[src/design/ssrq_pkg.sv]
// Package for the sequenced slot ring queue.
// Holds sizes, opcode and status codes, and the depth saturation helper.
// No dependencies.
package ssrq_pkg;

    localparam int SLOTS      = 16;
    localparam int IDX_BITS   = $clog2(SLOTS);
    localparam int POS_BITS   = 32;
    localparam int DEPTH_BITS = 5;
    localparam int OP_BITS    = 3;
    localparam int STAT_BITS  = 2;

    typedef logic [POS_BITS-1:0]   pos_t;
    typedef logic [IDX_BITS-1:0]   idx_t;
    typedef logic [DEPTH_BITS-1:0] depth_t;
    typedef logic [OP_BITS-1:0]    op_t;
    typedef logic [STAT_BITS-1:0]  stat_t;

    localparam op_t OP_RESERVE = 3'd0;
    localparam op_t OP_PUBLISH = 3'd1;
    localparam op_t OP_TAKE    = 3'd2;
    localparam op_t OP_RELEASE = 3'd3;
    localparam op_t OP_QUERY   = 3'd4;

    localparam stat_t ST_OK    = 2'd0;
    localparam stat_t ST_FULL  = 2'd1;
    localparam stat_t ST_EMPTY = 2'd2;
    localparam stat_t ST_PHASE = 2'd3;

    localparam pos_t   POS_SLOTS = pos_t'(SLOTS);
    localparam pos_t   POS_ONE   = pos_t'(1);
    localparam depth_t DEPTH_SAT = {DEPTH_BITS{1'b1}};

    // Clamp a position difference to the depth field range
    function automatic depth_t sat_depth(input pos_t d);
        depth_t r;
        if (d > pos_t'(DEPTH_SAT))
            r = DEPTH_SAT;
        else
            r = d[DEPTH_BITS-1:0];
        return r;
    endfunction

endpackage

[src/design/ssrq_if.sv]
// Channel interfaces for the sequenced slot ring queue: request and response.
// Depends on ssrq_pkg.
interface ssrq_req_if;
    logic                valid;
    logic                ready;
    ssrq_pkg::op_t       opcode;
    ssrq_pkg::idx_t      slot_index;

    modport source (output valid, output opcode, output slot_index, input ready);
    modport sink   (input valid, input opcode, input slot_index, output ready);
endinterface

interface ssrq_rsp_if;
    logic                valid;
    logic                ready;
    ssrq_pkg::stat_t     status;
    ssrq_pkg::idx_t      granted_slot;
    ssrq_pkg::depth_t    depth;
    ssrq_pkg::depth_t    depth_high_water;

    modport source (output valid, output status, output granted_slot, output depth,
                    output depth_high_water, input ready);
    modport sink   (input valid, input status, input granted_slot, input depth,
                    input depth_high_water, output ready);
endinterface

[src/design/sequenced_slot_ring_queue.sv]
// Sequenced slot ring queue: a request beat goes into the request register, then
// one pass of logic into the response register. Throughput one request per cycle
// while responses are taken; the response register frees the request side.
// Reset (rst_n, async, active low) zeroes tail, head and high water and sets each
// slot sequence to its own index at once; claimed positions are left unset.
// Depends on ssrq_pkg and the channel interfaces in ssrq_if.sv.
module sequenced_slot_ring_queue
(
    input  logic          clk,
    input  logic          rst_n,
    ssrq_req_if.sink      req,
    ssrq_rsp_if.source    rsp
);
    import ssrq_pkg::*;

    // Request stage
    logic   req_valid_reg;
    op_t    req_op_reg;
    idx_t   req_idx_reg;

    // Queue state
    pos_t   tail_reg, tail_next;
    pos_t   head_reg, head_next;
    depth_t hw_reg, hw_next;
    pos_t   seq_reg [SLOTS];
    pos_t   clm_mem [SLOTS];

    // Response stage
    logic   rsp_valid_reg;
    stat_t  rsp_status_reg, rsp_status_next;
    idx_t   rsp_slot_reg, rsp_slot_next;
    depth_t rsp_depth_reg;
    depth_t rsp_hw_reg;

    logic   fire;
    idx_t   addr;
    pos_t   seq_rd;
    pos_t   clm_rd;
    pos_t   tail_back;
    pos_t   seq_m1;
    pos_t   head_back;
    pos_t   clm_p1;
    depth_t pub_depth;
    logic   reserved_ok;
    logic   taken_ok;
    logic   seq_we;
    pos_t   seq_wdata;
    logic   clm_we;

    // Advance when the response slot is empty or being drained
    assign fire      = req_valid_reg && (!rsp_valid_reg || rsp.ready);
    assign req.ready = !req_valid_reg || fire;

    // Capture a request beat
    always_ff @(posedge clk or negedge rst_n)
    begin
        if (!rst_n)
        begin
            req_valid_reg <= 1'b0;
        end
        else if (req.ready)
        begin
            req_valid_reg <= req.valid;
        end
    end

    always_ff @(posedge clk)
    begin
        if (req.valid && req.ready)
        begin
            req_op_reg  <= req.opcode;
            req_idx_reg <= req.slot_index;
        end
    end

    // Pick the one slot this request touches
    always_comb
    begin
        unique case (req_op_reg)
            OP_RESERVE: addr = tail_reg[IDX_BITS-1:0];
            OP_TAKE:    addr = head_reg[IDX_BITS-1:0];
            default:    addr = req_idx_reg;
        endcase
    end

    assign seq_rd = seq_reg[addr];
    assign clm_rd = clm_mem[addr];

    // Phase checks; slot_index always lies below SLOTS at this width
    assign tail_back   = tail_reg - seq_rd;
    assign reserved_ok = (seq_rd[IDX_BITS-1:0] == req_idx_reg) && (tail_back != '0)
                         && (tail_back <= POS_SLOTS);
    assign seq_m1      = seq_rd - POS_ONE;
    assign head_back   = head_reg - seq_m1;
    assign taken_ok    = (seq_m1[IDX_BITS-1:0] == req_idx_reg) && (head_back != '0)
                         && (head_back <= POS_SLOTS);
    assign clm_p1      = clm_rd + POS_ONE;
    assign pub_depth   = sat_depth(clm_p1 - head_reg);

    // Decode the request into state updates and a response
    always_comb
    begin
        tail_next       = tail_reg;
        head_next       = head_reg;
        hw_next         = hw_reg;
        seq_we          = 1'b0;
        seq_wdata       = clm_p1;
        clm_we          = 1'b0;
        rsp_status_next = ST_OK;
        rsp_slot_next   = '0;
        unique case (req_op_reg)
            OP_RESERVE:
            begin
                if (seq_rd == tail_reg)
                begin
                    clm_we        = 1'b1;
                    tail_next     = tail_reg + POS_ONE;
                    rsp_slot_next = addr;
                end
                else
                begin
                    rsp_status_next = ST_FULL;
                end
            end
            OP_PUBLISH:
            begin
                if (reserved_ok)
                begin
                    seq_we        = 1'b1;
                    seq_wdata     = clm_p1;
                    if (pub_depth > hw_reg)
                        hw_next = pub_depth;
                    rsp_slot_next = addr;
                end
                else
                begin
                    rsp_status_next = ST_PHASE;
                end
            end
            OP_TAKE:
            begin
                if (seq_rd == (head_reg + POS_ONE))
                begin
                    head_next     = head_reg + POS_ONE;
                    rsp_slot_next = addr;
                end
                else
                begin
                    rsp_status_next = ST_EMPTY;
                end
            end
            OP_RELEASE:
            begin
                if (taken_ok)
                begin
                    seq_we        = 1'b1;
                    seq_wdata     = clm_rd + POS_SLOTS;
                    rsp_slot_next = addr;
                end
                else
                begin
                    rsp_status_next = ST_PHASE;
                end
            end
            default:
            begin
                // query and unused codes change nothing
            end
        endcase
    end

    // Update positions, high water and slot sequences
    always_ff @(posedge clk or negedge rst_n)
    begin
        if (!rst_n)
        begin
            tail_reg <= '0;
            head_reg <= '0;
            hw_reg   <= '0;
            for (int i = 0; i < SLOTS; i++)
                seq_reg[i] <= pos_t'(i);
        end
        else if (fire)
        begin
            tail_reg <= tail_next;
            head_reg <= head_next;
            hw_reg   <= hw_next;
            if (seq_we)
                seq_reg[addr] <= seq_wdata;
        end
    end

    // Record the position a reserve claimed
    always_ff @(posedge clk)
    begin
        if (fire && clm_we)
            clm_mem[addr] <= tail_reg;
    end

    // Hold the response until it is taken
    always_ff @(posedge clk or negedge rst_n)
    begin
        if (!rst_n)
        begin
            rsp_valid_reg <= 1'b0;
        end
        else if (fire)
        begin
            rsp_valid_reg <= 1'b1;
        end
        else if (rsp.ready)
        begin
            rsp_valid_reg <= 1'b0;
        end
    end

    always_ff @(posedge clk)
    begin
        if (fire)
        begin
            rsp_status_reg <= rsp_status_next;
            rsp_slot_reg   <= rsp_slot_next;
            rsp_depth_reg  <= sat_depth(tail_next - head_next);
            rsp_hw_reg     <= hw_next;
        end
    end

    assign rsp.valid            = rsp_valid_reg;
    assign rsp.status           = rsp_status_reg;
    assign rsp.granted_slot     = rsp_slot_reg;
    assign rsp.depth            = rsp_depth_reg;
    assign rsp.depth_high_water = rsp_hw_reg;

    // Occupancy never exceeds the ring size
    a_occupancy: assert property (@(posedge clk) disable iff (!rst_n)
        (tail_reg - head_reg) <= POS_SLOTS)
        else $error("queue occupancy beyond ring size");

    // High water only rises
    a_hw_mono: assert property (@(posedge clk) disable iff (!rst_n)
        hw_reg >= $past(hw_reg))
        else $error("high water decreased");

    // A refused request leaves both positions alone
    a_refused_stable: assert property (@(posedge clk) disable iff (!rst_n)
        (fire && rsp_status_next != ST_OK) |=> ($stable(tail_reg) && $stable(head_reg)))
        else $error("position moved on a refused request");

    // Reported depth stays within the ring size
    a_rsp_depth: assert property (@(posedge clk) disable iff (!rst_n)
        rsp_valid_reg |-> (rsp_depth_reg <= depth_t'(SLOTS)))
        else $error("reported depth beyond ring size");

endmodule

[src/flat_wrapper.sv]
// flat-port wrapper written by rule: the top's interface ports become plain ports
module sequenced_slot_ring_queue_flat import ssrq_pkg::*;
  (clk, rst_n, req_valid, req_opcode, req_slot_index, req_ready, rsp_valid, rsp_status, rsp_granted_slot, rsp_depth, rsp_depth_high_water, rsp_ready);
  ssrq_req_if req_i ();
  ssrq_rsp_if rsp_i ();
  input  logic clk;
  input  logic rst_n;
  input wire logic [$bits(req_i.valid)-1:0] req_valid;
  input wire logic [$bits(req_i.opcode)-1:0] req_opcode;
  input wire logic [$bits(req_i.slot_index)-1:0] req_slot_index;
  output wire logic [$bits(req_i.ready)-1:0] req_ready;
  output wire logic [$bits(rsp_i.valid)-1:0] rsp_valid;
  output wire logic [$bits(rsp_i.status)-1:0] rsp_status;
  output wire logic [$bits(rsp_i.granted_slot)-1:0] rsp_granted_slot;
  output wire logic [$bits(rsp_i.depth)-1:0] rsp_depth;
  output wire logic [$bits(rsp_i.depth_high_water)-1:0] rsp_depth_high_water;
  input wire logic [$bits(rsp_i.ready)-1:0] rsp_ready;
  assign req_i.valid = req_valid;
  assign req_i.opcode = req_opcode;
  assign req_i.slot_index = req_slot_index;
  assign req_ready = req_i.ready;
  assign rsp_valid = rsp_i.valid;
  assign rsp_status = rsp_i.status;
  assign rsp_granted_slot = rsp_i.granted_slot;
  assign rsp_depth = rsp_i.depth;
  assign rsp_depth_high_water = rsp_i.depth_high_water;
  assign rsp_i.ready = rsp_ready;
  sequenced_slot_ring_queue u_core (.clk(clk), .rst_n(rst_n), .req(req_i), .rsp(rsp_i));
endmodule
[config.mk]
export PLATFORM = sky130hd
export DESIGN_NAME = sequenced_slot_ring_queue_flat
export DESIGN_NICKNAME = d
export VERILOG_FILES = /design/src/design/ssrq_pkg.sv /design/src/design/ssrq_if.sv /design/src/design/sequenced_slot_ring_queue.sv /design/src/flat_wrapper.sv
export SDC_FILE = /design/constraint.sdc
export NUM_CORES = 2
export LEC_CHECK = 0
export ABC_AREA = 0
export BUFFER_PORTS_ARGS = -buffer_cell sky130_fd_sc_hd__buf_2
export CAP_MARGIN = 15
export CELL_PAD_IN_SITES_DETAIL_PLACEMENT = 1
export CELL_PAD_IN_SITES_GLOBAL_PLACEMENT = 2
export CORE_MARGIN = 8
export CORE_UTILIZATION = 30
export CTS_CLUSTER_SIZE = 10
export DETAILED_ROUTE_END_ITERATION = 8
export PLACE_DENSITY_LB_ADDON = 0.1
export SETUP_SLACK_MARGIN = 0.1
export SLEW_MARGIN = 25
export SYNTH_ARGS = -nofsm -noshare
export SYNTH_HDL_FRONTEND = slang
export SYNTH_SLANG_ARGS = --single-unit
[constraint.sdc]
create_clock -name clk -period 12.45 [get_ports clk]
set_input_delay 1.8675 -clock clk [delete_from_list [all_inputs] [get_ports clk]]
set_output_delay 1.8675 -clock clk [all_outputs]
set_load 0.005 [all_outputs]
==> impl_metrics.env <==
export IMPL_run_status="completed"
export IMPL_drtIter0Drc=2468
export IMPL_cts_hold_buf=0
export IMPL_hold_violations=0
export IMPL_die_area_sq_um=215500
export IMPL_clkTransAtPathRegs_ps=60
export IMPL_worstSkewPairLatency_ps=820
export IMPL_power_internal_mw=6.469
export IMPL_worst_pin_slew_ps=1091
export IMPL_ir_worst_vdd_mv=0.1408
export IMPL_synth_main_ff_cell="dfrtp_1"
export IMPL_dp_cells=7280
export IMPL_hold_class="flop to flop"
export IMPL_cts_buffer_depth=3
export IMPL_synth_top_cell_by_area="edfxtp_1"
export IMPL_leakage_nw=26.41
export IMPL_clock_skew_ps=57.21
export IMPL_crit_required_ps=12890
export IMPL_cts_root_buf="clkbuf_16"
export IMPL_finalNetCount=4917
export IMPL_place_area_sq_um=64070
export IMPL_dieHeight_um=464.2
export IMPL_syn_nets=4822
export IMPL_ys_async_sr_fraction_pct=52.15
export IMPL_cts_sinks=1118
export IMPL_ys_warn_count=0
export IMPL_antenna_found_initial=8
export IMPL_cp_end_kind="flop"
export IMPL_power_frac_comb_pct=11.6
export IMPL_finalInstanceArea_sq_um=68570
export IMPL_grt_max_degree=152
export IMPL_p_sw_mw=2.411
export IMPL_seq_area_frac_synth_pct=50.94
export IMPL_cts_tree="done"
export IMPL_fin_tns_setup_ps=0
export IMPL_setup_ws_ps=853.6
export IMPL_fmax_ghz=0.08623
export IMPL_seqPwrFrac_pct=43.5
export IMPL_grt_overflow_total=0
export IMPL_slew_violations=0
export IMPL_htreeDepth=4
export IMPL_ys_ff_latch=1118
export IMPL_postRouteAntennaNets=0
export IMPL_crit_type="flop to flop"
export IMPL_cp_slowest_cell="nor2_1"
export IMPL_dp_hpwl_um=153100
export IMPL_total_power_mw=8.880
export IMPL_relSlewSlack_pct=27.26
export IMPL_area_growth_pct=13.79
export IMPL_powerDensity_nw_per_um2=129.5
export IMPL_pre_cts_ws_ps=969.0
export IMPL_numCtsBuffers=143
export IMPL_cts_resized_gates=0
export IMPL_drive_gt1_share_pct=20.92
export IMPL_synthCells=4675
export IMPL_wirelength_um=227000
export IMPL_synth_edff_count=535
export IMPL_arrival_ps=12040
export IMPL_drc=0
export IMPL_grt_pass1_vias=42772
export IMPL_finalCritPeriodShare_pct=93.14
export IMPL_rsz0062_at_grt="no"
export IMPL_switching_share_pct=27.15
export IMPL_path_max_fanout=47
export IMPL_critPathMaxStageDelay_ps=780
export IMPL_synth_top_cell_area_share_pct=26.66
export IMPL_p_clk_share_pct=45.0
export IMPL_via_per_inst=5.304
export IMPL_fp_dieW_um=464.2
export IMPL_startpoint_type="flop"
export IMPL_hold_slack_ps=457.0
export IMPL_netlist_area_sq_um=60260
export IMPL_fin_util_pct=34.34
export IMPL_synthTopCellsByArea="edfxtp_1 (27%), dfrtp_1 (23%), mux4_2 (6.3%), mux2_1 (4.9%), mux2_4 (4.4%)"
export IMPL_post_cts_buffers=0
export IMPL_io_pins=29
export IMPL_place_congestion=0.8675
export IMPL_finalCriticalPeriod_ps=11600
export IMPL_rows=164
export IMPL_grt_pass1_wl_um=327300
export IMPL_setup_viol=0
export IMPL_ys_types=107
export IMPL_num_vias=39929
export IMPL_core_area_sq_um=199700
export IMPL_io_buffers=28
export IMPL_instances_no_fill=7528
export IMPL_track_usage_pct=20.63
export IMPL_floorplan_initialDensity_pct=30.18
export IMPL_avgSynthCellArea_sq_um=12.89
export IMPL_max_cap_violations=0
export IMPL_dr_pass1_iters=4
export IMPL_routedWlPerCell_um=30.15
==> placed cells by master (no fill, tap or decap), types with 114 or more instances in the layout <==
cell type,Yosys,layout
inv_1,151,151
mux2i_1,175,172
buf_4,79,168
mux4_2,169,169
nand2_1,314,314
mux2_1,261,261
clkbuf_16,0,147
edfxtp_1,535,535
xnor2_1,227,226
mux2_4,178,179
o211ai_1,114,114
nand3_1,152,152
a21oi_1,158,154
mux2_2,117,116
dfrtp_1,551,550
nor2_1,228,211
ha_1,134,134
==> cell type report <==
type,instances,area (sq um)
inverters,153,574.3
clock buffers,211,4049
fillers,21142,131100
well taps,2656,3323
clock inverters,34,390.4
diodes,2,5.005
flip-flops and latches,1118,30700
multi-input cells,3137,27700
repair buffers,217,1829
==> synthesized netlist by cell type (all sizes together) (134+ instances only) <==
cell type,instances
buf,180
ha,134
xnor2,228
nor2,231
mux2,556
dfrtp,551
nand2,315
inv,151
nand3,157
mux2i,177
mux4,169
o211ai,134
a21oi,158
edfxtp,535
==> path summary, 6_finish.rpt <==
| kind | from | endpoint | slack, ps | cells past startpoint |
|---|---|---|---|---|
| max in group asynchronous | rst_n | u_core.tail_reg[25] | 9140 | 4 |
| min in group asynchronous | rst_n | u_core.seq_reg[260] | 1130 | 1 |
| min reg2reg | u_core.seq_reg[483] | u_core.seq_reg[483] | 460 | 1 |
| max | u_core.req_op_reg[1] | u_core.rsp.depth[3] | 850 | 34 |
| max reg2reg | u_core.req_op_reg[1] | u_core.rsp.depth[3] | 850 | 34 |
| min | u_core.seq_reg[483] | u_core.seq_reg[483] | 460 | 1 |
==> worst max-delay path: cells and delay by family, from the launching register on <==
| kind | cells | cell delay [ps] |
|---|---|---|
| multiplexers | 3 | 710 |
| AO/OA/AOI/OAI | 14 | 4470 |
| buffers and inverters | 5 | 1400 |
| adder cells (fa/ha/maj) | 2 | 800 |
| XOR/XNOR | 1 | 570 |
| flip-flops | 1 | 700 |
| AND/OR/NAND/NOR | 9 | 2410 |
==> metal layers <==
metal | GRT usage, % | vias up | wire length, um
li1 | - | 17721 | -
met1 | 29.10 | 21341 | 108200
met2 | 34.07 | 617 | 107700
met3 | 2.200 | 248 | 6250
met4 | 4.949 | 2 | 4826
met5 | 0 | - | 9
==> cell families after synthesis <==
kind of cell,Yosys count,synth area share [%]
buf+inv,420,3.692
xor+xnor,306,4.533
simple gates,1144,9.653
fa+ha+maj,136,2.849
flops,1118,50.94
compound gates,649,7.556
mux,902,20.78
==> power by group through the flow <==
stage                     logic (mW)  clock network [mW]  registers, mW
after floorplan                0.613                   0           3.93
after global placement          1.04                   0           3.93
after detailed placement        1.03                   0           3.93
after CTS                       1.04                4.13           3.86
after global routing            1.10                4.24           3.86
final                           1.03                3.99           3.86
(Power assumes the default switching activity.)
